## config.mk

```make
export PLATFORM = sky130hd
export DESIGN_NAME = esrmw_ctrl
export DESIGN_NICKNAME = d
export VERILOG_FILES = /design/src/rtl/esrmw_pkg.sv /design/src/rtl/esrmw_ctrl.sv
export SDC_FILE = /design/constraint.sdc
export NUM_CORES = 1
export LEC_CHECK = 0
export BUFFER_PORTS_ARGS = -buffer_cell sky130_fd_sc_hd__buf_2
export CAP_MARGIN = 25
export CORE_MARGIN = 2
export CORE_UTILIZATION = 25
export DETAILED_ROUTE_END_ITERATION = 8
export PLACE_DENSITY = 0.44
export SYNTH_ARGS = -nofsm -noshare
export SYNTH_HDL_FRONTEND = slang
export SYNTH_SLANG_ARGS = --single-unit
```

## constraint.sdc

```tcl
create_clock -name clk -period 13.4 [get_ports clk]
set_input_delay 0 -clock clk [delete_from_list [all_inputs] [get_ports clk]]
set_output_delay 0 -clock clk [all_outputs]
set_load 0.01 [all_outputs]
```

## src/rtl/esrmw_pkg.sv

```systemverilog
// Shared definitions for the EEPROM sector read-modify-write controller.
// Holds geometry constants, result kinds, controller states and port structs.
// No dependencies.
package esrmw_pkg;

  localparam int STORE_BYTES      = 2048;
  localparam int SECTOR_BYTES     = 8;
  localparam int PAGE_BYTES       = 1024;
  localparam int MAX_ACCESS_BYTES = 4;

  localparam int ADDR_W   = $clog2(STORE_BYTES);
  localparam int SECT_W   = $clog2(SECTOR_BYTES);
  localparam int ROWS     = STORE_BYTES / SECTOR_BYTES;
  localparam int ROW_W    = $clog2(ROWS);
  localparam int ROW_BITS = 8 * SECTOR_BYTES;
  localparam int PAGE_W   = $clog2(PAGE_BYTES);
  localparam int CNT_W    = 3;
  localparam int DATA_W   = 32;
  localparam int IN_TDATA_W  = 48;
  localparam int OUT_TDATA_W = 48;

  typedef enum logic [2:0] {
    KIND_READ    = 3'd0,
    KIND_ERASE   = 3'd1,
    KIND_PROG    = 3'd2,
    KIND_DONE    = 3'd3,
    KIND_REFUSED = 3'd4,
    KIND_RANGE   = 3'd5
  } kind_t;

  typedef enum logic [2:0] {
    ST_IDLE,
    ST_SINGLE,
    ST_RD_LO,
    ST_RD_HI,
    ST_MERGE,
    ST_ERASE,
    ST_PROG,
    ST_DONE
  } state_t;

  typedef struct packed {
    logic                rd_en;
    logic [ROW_W-1:0]    rd_row;
    logic                wr_en;
    logic [ROW_W-1:0]    wr_row;
    logic [ROW_BITS-1:0] wr_data;
  } mem_req_t;

  typedef struct packed {
    kind_t             kind;
    logic              page;
    logic [PAGE_W-1:0] page_address;
    logic [DATA_W-1:0] data;
    logic              last;
  } result_t;

endpackage

```

## src/rtl/esrmw_ctrl.sv

```systemverilog
// Access sequencer: range and protect checks, read assembly and the sector
// merge, erase and program sequence. Uses esrmw_pkg; drives esrmw_store.
module esrmw_ctrl (
  input  logic                           clk,
  input  logic                           rst,
  input  logic                           in_valid,
  output logic                           in_ready,
  input  logic                           in_op,
  input  logic [esrmw_pkg::ADDR_W-1:0]   in_address,
  input  logic [esrmw_pkg::CNT_W-1:0]    in_byte_count,
  input  logic [esrmw_pkg::DATA_W-1:0]   in_write_data,
  input  logic [esrmw_pkg::ADDR_W-1:0]   protect_limit,
  output logic                           res_valid,
  input  logic                           res_ready,
  output esrmw_pkg::result_t             res,
  output esrmw_pkg::mem_req_t            mem_req,
  input  logic [esrmw_pkg::ROW_BITS-1:0] mem_rdata,
  input  logic                           mem_busy
);

  localparam int AW = esrmw_pkg::ADDR_W;
  localparam int SW = esrmw_pkg::SECT_W;
  localparam int CW = esrmw_pkg::CNT_W;
  localparam int DW = esrmw_pkg::DATA_W;
  localparam int RB = esrmw_pkg::ROW_BITS;
  localparam int PW = esrmw_pkg::PAGE_W;

  esrmw_pkg::state_t state, state_next;
  esrmw_pkg::kind_t  err_kind;

  logic [AW-1:0] addr_r;
  logic [CW-1:0] cnt_r;
  logic [DW-1:0] wl;
  logic [AW-1:0] cur;
  logic [CW-1:0] done_n;
  logic [esrmw_pkg::ROW_W-1:0] row_r;
  logic [SW-1:0] prog_i;
  logic [RB-1:0] sbuf;

  logic          accept;
  logic          range_err;
  logic          prot;
  logic [AW:0]   end_sum;

  logic [SW-1:0] off;
  logic [SW:0]   room;
  logic [CW-1:0] rem;
  logic [SW:0]   len;
  logic [7:0]    wb [esrmw_pkg::MAX_ACCESS_BYTES];
  logic [RB-1:0] merged;
  logic          differ;
  logic [AW-1:0] cur_next;
  logic [CW-1:0] done_next;
  logic          more_next;
  logic          more;
  logic          prog_end;

  logic [2*RB-1:0] rd_shift;
  logic [DW-1:0]   rd_word;
  logic [DW-1:0]   rd_data;
  logic [AW-1:0]   prog_addr;
  logic [AW-1:0]   erase_addr;

  assign in_ready = (state == esrmw_pkg::ST_IDLE) && !mem_busy;
  assign accept   = in_valid && in_ready;

  assign end_sum   = (AW+1)'(in_address) + (AW+1)'(in_byte_count);
  assign range_err = (in_byte_count == '0) ||
                     (in_byte_count > CW'(esrmw_pkg::MAX_ACCESS_BYTES)) ||
                     (end_sum > (AW+1)'(esrmw_pkg::STORE_BYTES));
  assign prot      = in_address <= protect_limit;

  // Merge of the fetched sector with the bytes that fall into it.
  assign off  = cur[SW-1:0];
  assign room = (SW+1)'(esrmw_pkg::SECTOR_BYTES) - (SW+1)'(off);
  assign rem  = cnt_r - done_n;
  assign len  = ((SW+1)'(rem) < room) ? (SW+1)'(rem) : room;

  always_comb begin
    for (int k = 0; k < esrmw_pkg::MAX_ACCESS_BYTES; k++) begin
      wb[k] = wl[DW-1-8*k -: 8];
    end
  end

  always_comb begin
    logic [SW:0] pos;
    logic [1:0]  j;
    logic        hit;
    logic [7:0]  old;
    merged = '0;
    differ = 1'b0;
    for (int i = 0; i < esrmw_pkg::SECTOR_BYTES; i++) begin
      pos = (SW+1)'(i);
      j   = done_n[1:0] + 2'(i) - off[1:0];
      hit = (pos >= (SW+1)'(off)) && (pos < ((SW+1)'(off) + len));
      old = mem_rdata[8*i +: 8];
      merged[8*i +: 8] = hit ? wb[j] : old;
      if (hit && (wb[j] != old)) begin
        differ = 1'b1;
      end
    end
  end

  assign cur_next  = cur + AW'(len);
  assign done_next = done_n + CW'(len);
  assign more_next = done_next < cnt_r;
  assign more      = done_n < cnt_r;
  assign prog_end  = res_ready && (prog_i == SW'(esrmw_pkg::SECTOR_BYTES - 1));

  // Read assembly: low sector sits in sbuf, the following one on the memory port.
  assign rd_shift = {mem_rdata, sbuf} >> {addr_r[SW-1:0], 3'b000};
  assign rd_word  = {rd_shift[7:0], rd_shift[15:8], rd_shift[23:16], rd_shift[31:24]};
  assign rd_data  = rd_word >> {3'(esrmw_pkg::MAX_ACCESS_BYTES) - cnt_r, 3'b000};

  assign prog_addr  = {row_r, prog_i};
  assign erase_addr = {row_r, SW'(0)};

  always_comb begin
    state_next = state;
    case (state)
      esrmw_pkg::ST_IDLE: begin
        if (accept) begin
          if (range_err || (in_op && prot)) begin
            state_next = esrmw_pkg::ST_SINGLE;
          end else if (!in_op) begin
            state_next = esrmw_pkg::ST_RD_LO;
          end else begin
            state_next = esrmw_pkg::ST_MERGE;
          end
        end
      end
      esrmw_pkg::ST_SINGLE: if (res_ready) state_next = esrmw_pkg::ST_IDLE;
      esrmw_pkg::ST_RD_LO:  state_next = esrmw_pkg::ST_RD_HI;
      esrmw_pkg::ST_RD_HI:  if (res_ready) state_next = esrmw_pkg::ST_IDLE;
      esrmw_pkg::ST_MERGE: begin
        if (differ) begin
          state_next = esrmw_pkg::ST_ERASE;
        end else if (more_next) begin
          state_next = esrmw_pkg::ST_MERGE;
        end else begin
          state_next = esrmw_pkg::ST_DONE;
        end
      end
      esrmw_pkg::ST_ERASE:  if (res_ready) state_next = esrmw_pkg::ST_PROG;
      esrmw_pkg::ST_PROG: begin
        if (prog_end) begin
          state_next = more ? esrmw_pkg::ST_MERGE : esrmw_pkg::ST_DONE;
        end
      end
      esrmw_pkg::ST_DONE:   if (res_ready) state_next = esrmw_pkg::ST_IDLE;
      default:              state_next = esrmw_pkg::ST_IDLE;
    endcase
  end

  always_comb begin
    res_valid        = 1'b0;
    res.kind         = esrmw_pkg::KIND_DONE;
    res.page         = 1'b0;
    res.page_address = '0;
    res.data         = '0;
    res.last         = 1'b1;
    mem_req.rd_en    = 1'b0;
    mem_req.rd_row   = in_address[AW-1:SW];
    mem_req.wr_en    = 1'b0;
    mem_req.wr_row   = row_r;
    mem_req.wr_data  = sbuf;
    case (state)
      esrmw_pkg::ST_IDLE: begin
        mem_req.rd_en = accept;
      end
      esrmw_pkg::ST_SINGLE: begin
        res_valid        = 1'b1;
        res.kind         = err_kind;
        res.page         = addr_r[PW];
        res.page_address = addr_r[PW-1:0];
      end
      esrmw_pkg::ST_RD_LO: begin
        mem_req.rd_en  = 1'b1;
        mem_req.rd_row = addr_r[AW-1:SW] + 1'b1;
      end
      esrmw_pkg::ST_RD_HI: begin
        res_valid        = 1'b1;
        res.kind         = esrmw_pkg::KIND_READ;
        res.page         = addr_r[PW];
        res.page_address = addr_r[PW-1:0];
        res.data         = rd_data;
      end
      esrmw_pkg::ST_MERGE: begin
        mem_req.rd_en  = !differ && more_next;
        mem_req.rd_row = cur_next[AW-1:SW];
      end
      esrmw_pkg::ST_ERASE: begin
        res_valid        = 1'b1;
        res.kind         = esrmw_pkg::KIND_ERASE;
        res.page         = erase_addr[PW];
        res.page_address = erase_addr[PW-1:0];
        res.last         = 1'b0;
        mem_req.wr_en    = res_ready;
      end
      esrmw_pkg::ST_PROG: begin
        res_valid        = 1'b1;
        res.kind         = esrmw_pkg::KIND_PROG;
        res.page         = prog_addr[PW];
        res.page_address = prog_addr[PW-1:0];
        res.data         = DW'(sbuf[8*prog_i +: 8]);
        res.last         = 1'b0;
        mem_req.rd_en    = prog_end && more;
        mem_req.rd_row   = cur[AW-1:SW];
      end
      esrmw_pkg::ST_DONE: begin
        res_valid = 1'b1;
      end
      default: begin
        res_valid = 1'b0;
      end
    endcase
  end

  always_ff @(posedge clk) begin
    if (rst) begin
      state <= esrmw_pkg::ST_IDLE;
    end else begin
      state <= state_next;
    end
  end

  always_ff @(posedge clk) begin
    case (state)
      esrmw_pkg::ST_IDLE: begin
        if (accept) begin
          addr_r   <= in_address;
          cnt_r    <= in_byte_count;
          wl       <= in_write_data <<
                      {3'(esrmw_pkg::MAX_ACCESS_BYTES) - in_byte_count, 3'b000};
          err_kind <= range_err ? esrmw_pkg::KIND_RANGE : esrmw_pkg::KIND_REFUSED;
          cur      <= in_address;
          done_n   <= '0;
        end
      end
      esrmw_pkg::ST_RD_LO: begin
        sbuf <= mem_rdata;
      end
      esrmw_pkg::ST_MERGE: begin
        sbuf   <= merged;
        row_r  <= cur[AW-1:SW];
        cur    <= cur_next;
        done_n <= done_next;
        prog_i <= '0;
      end
      esrmw_pkg::ST_PROG: begin
        if (res_ready) begin
          prog_i <= prog_i + 1'b1;
        end
      end
      default: begin
      end
    endcase
  end

endmodule

```

==> qor.txt <==
Result of the run: finished, final reports clean
Global-route total usage across every layer: 17.84%
CTS tree: yes
DR WL/cell: 22.02 µm
Max Fclk: 158.7 MHz
Top Family by Delay on Critical Path: adder cells
WP buf/inv: 4
Initial Utilization: 25.43%
Largest net degree at the start of global routing: 75
GRT overflow: 0
CP max-delay cell: edfxtp_1
Fin Clk Skew: 0.01256 ns
Minimum clock period: 6.302 ns
DRT Pass-1 Iters: 5
Clk_lat worst skew: 0.44 ns
Clock slew at reported path FFs: 0.06 ns
Place WS: 7.526 ns
Syn-to-layout area delta: 28.28%
Peak VDD IR: 0.09757 mV
# rows: 80
Synth Flop Type: edfxtp_1
Routability congestion estimate: 0.9007
Total clock sinks: 139
Die X: 224.9 µm
Yosys cell types: 61
Final setup viols: 0
Die H: 224.9 µm
Post-DP HPWL: 36.50 mm
Max-slew violations: 0
Design area: 15,640 µm²
Power Density: 166.3 nW/µm²
Root Buffer: clkbuf_16
FF+latch count, synth: 139
# IOs: 258
CTS max path bufs: 2
Worst hold slack: 0.03571 ns
H-tree levels: 4
Proportion of layout cells with a drive suffix above 1: 32.24%
Fillers: 4,874
Yosys Warn Count: 0
Leak: 6.328 nW
Die area: 50,560 µm²
Number of CTS-inserted buffers: 17
Critical path's largest stage delay: 0.76 ns
ANT nets after route: 0
Setup ws final: 7.098 ns
Mapped Nets: 1,312
RSZ-0062 raised after global routing: no
Cell breakdown of the critical path: inv_1, ha_1, fa_1, inv_1, ha_1, a21o_1, a21oi_1, nor2_1, o22ai_1, ha_1, inv_1, fa_1, nor2b_1, o21ai_0, a21boi_0, nand4_1, or3_1, a21oi_1, a21oi_1, o21ai_0, buf_2
Number of vias per cell: 5.043
Post-Syn Instances: 1,144
Max-slew headroom: 34.61%
Placed Area: 14,060 µm²
Syn Area/Cell: 10.66 µm²
Critical path arrival: 6.30 ns
Post-synth EDFFs: 136
Max Cap Viol: 0
Final cycle utilization of the critical path: 47.03%
Final hold vios: 0
Global-route wire length before repair: 67.17 mm
Total power: 2.602 mW
Vias in the first global route: 10,270
Worst-Margin Slew: 0.9772 ns
TNS Setup: 0 ns
Drc violations: 0
Total number of vias: 10,530
Hold WC Path Type: in2reg
IO buf count: 257
Iter 0 DRT Violations: 871
Crit Path Class: reg2out
CP startpoint kind: register
Final wirelength: 45.97 mm
Post-synthesis instance area: 12,190 µm²
Register area share after synthesis: 33.98%
Core box area: 47,950 µm²
Async SR Flop Fraction: 0%
CTS resizes: 0
Initial antenna violation count: 8
Crit path max fanout: 23
Worst setup EP type: primary output
CP Data Required Time: 13.40 ns
Nets@finish: 1,622
==> Yosys cell counts (all sizes together), types with 12 or more instances <==
cell / n / area, µm²
edfxtp: 136 / 4084
mux2i: 107 / 1071
nor2: 99 / 371.6
mux2: 92 / 1036
nand2: 79 / 296.5
o21ai: 68 / 340.3
xor2: 66 / 578.1
mux4: 64 / 1445
clkbuf: 54 / 205.2
a21oi: 50 / 250.2
inv: 41 / 153.9
ha: 37 / 462.9
a211oi: 24 / 180.2
buf: 22 / 95.09
xnor2: 17 / 148.9
nor2b: 16 / 100.1
nand3: 15 / 75.07
nor4: 13 / 93.84
and2: 12 / 75.07
==> state kept, by name, indices dropped and copies added (netlist names) <==
register  count
addr_r       11
cnt_r         3
cur          11
done_n        3
err_kind      1
prog_i        3
row_r         8
sbuf         64
state         3
wb           32
==> routing by layer <==
layer	vias to the layer above	part of all wire, %	global-route usage (%)
met2	335	45	27.01
met3	59	4.7	2.351
li1	4953	-	-
met4	6	2.4	6.174
met5	-	0.089	0
met1	5172	48	25.99
==> worst paths after layout <==
kind	startpoint	endpoint	slack [ns]	depth (start not counted)
setup / recovery	cnt_r[0]	mem_req[80]	7.10	21
hold / removal	in_write_data[21]	wb[21]	0.04	5
setup reg to reg	cnt_r[0]	sbuf[54]	7.48	18
hold reg to reg	cur[3]	row_r[0]	0.55	0
==> cells by family after synthesis <==
group           Yosys count  share of synthesized area, %
other cells               1                       0.03075
compound gates          218                         11.47
xor+xnor                 86                         6.577
mux                     263                         29.13
fa+ha+maj                41                         4.453
flops                   139                         33.98
simple gates            279                         10.63
buf+inv                 117                         3.725
==> through the flow <==
step / std cells / util [%]
final: 2087 / 32.63
after detailed placement: 1954 / 29.33
after global routing: 2085 / 32.61
after floorplan: 1144 / -
after global placement: 1954 / 29.33
after CTS: 2081 / 32.54
==> worst register-to-register path: stages, from the launching register on <==
cell,delay (ns)
edfxtp_1,0.76
inv_1,0.55
ha_1,0.40
fa_1,0.52
inv_1,0.06
ha_1,0.28
a21o_1,0.15
a21oi_1,0.17
nor2_1,0.11
o22ai_1,0.22
ha_1,0.24
inv_1,0.06
fa_1,0.38
nor2b_1,0.15
or2_2,0.31
o21ai_0,0.16
o21ai_0,0.13
nor2_1,0.60
mux2_2,0.41
==> area by class of cell <==
cell class	count	area (µm²)	area share, %
diodes	5	12.51	0.07999
clock buffers	18	429.2	2.744
clock inverters	14	160.2	1.024
inverters	41	153.9	0.9838
multi-input cells	888	7604	48.61
flip-flops and latches	139	4144	26.49
well taps	615	769.5	4.919
repair buffers	367	2370	15.15
==> cells in the final DEF (no fill, tap or decap), drive strengths merged, types with 17 or more instances in the layout <==
master	netlist	final
mux2i	107	107
a21oi	50	50
dlygate4sd3	0	95
mux4	64	64
ha	37	37
xnor2	17	17
edfxtp	136	136
xor2	66	66
buf	22	272
nor2	99	99
inv	41	47
o21ai	68	68
a211oi	24	24
mux2	92	92
clkbuf	54	18
nand2	79	79
==> power by group <==
group          total [mW]  switching [mW]  internal, mW  leakage [nW]
Combinational        1.35           0.776         0.571          4.76
Clock               0.485           0.207         0.278         0.281
Sequential          0.770           0.159         0.610          1.29
Total                2.60            1.14          1.46          6.33
==> what timing repair did <==
item,CTS,global route
hold buffers,95,0
endpoints found under the hold margin,111,0
setup buffers,0,0
(Power assumes the default switching activity.)
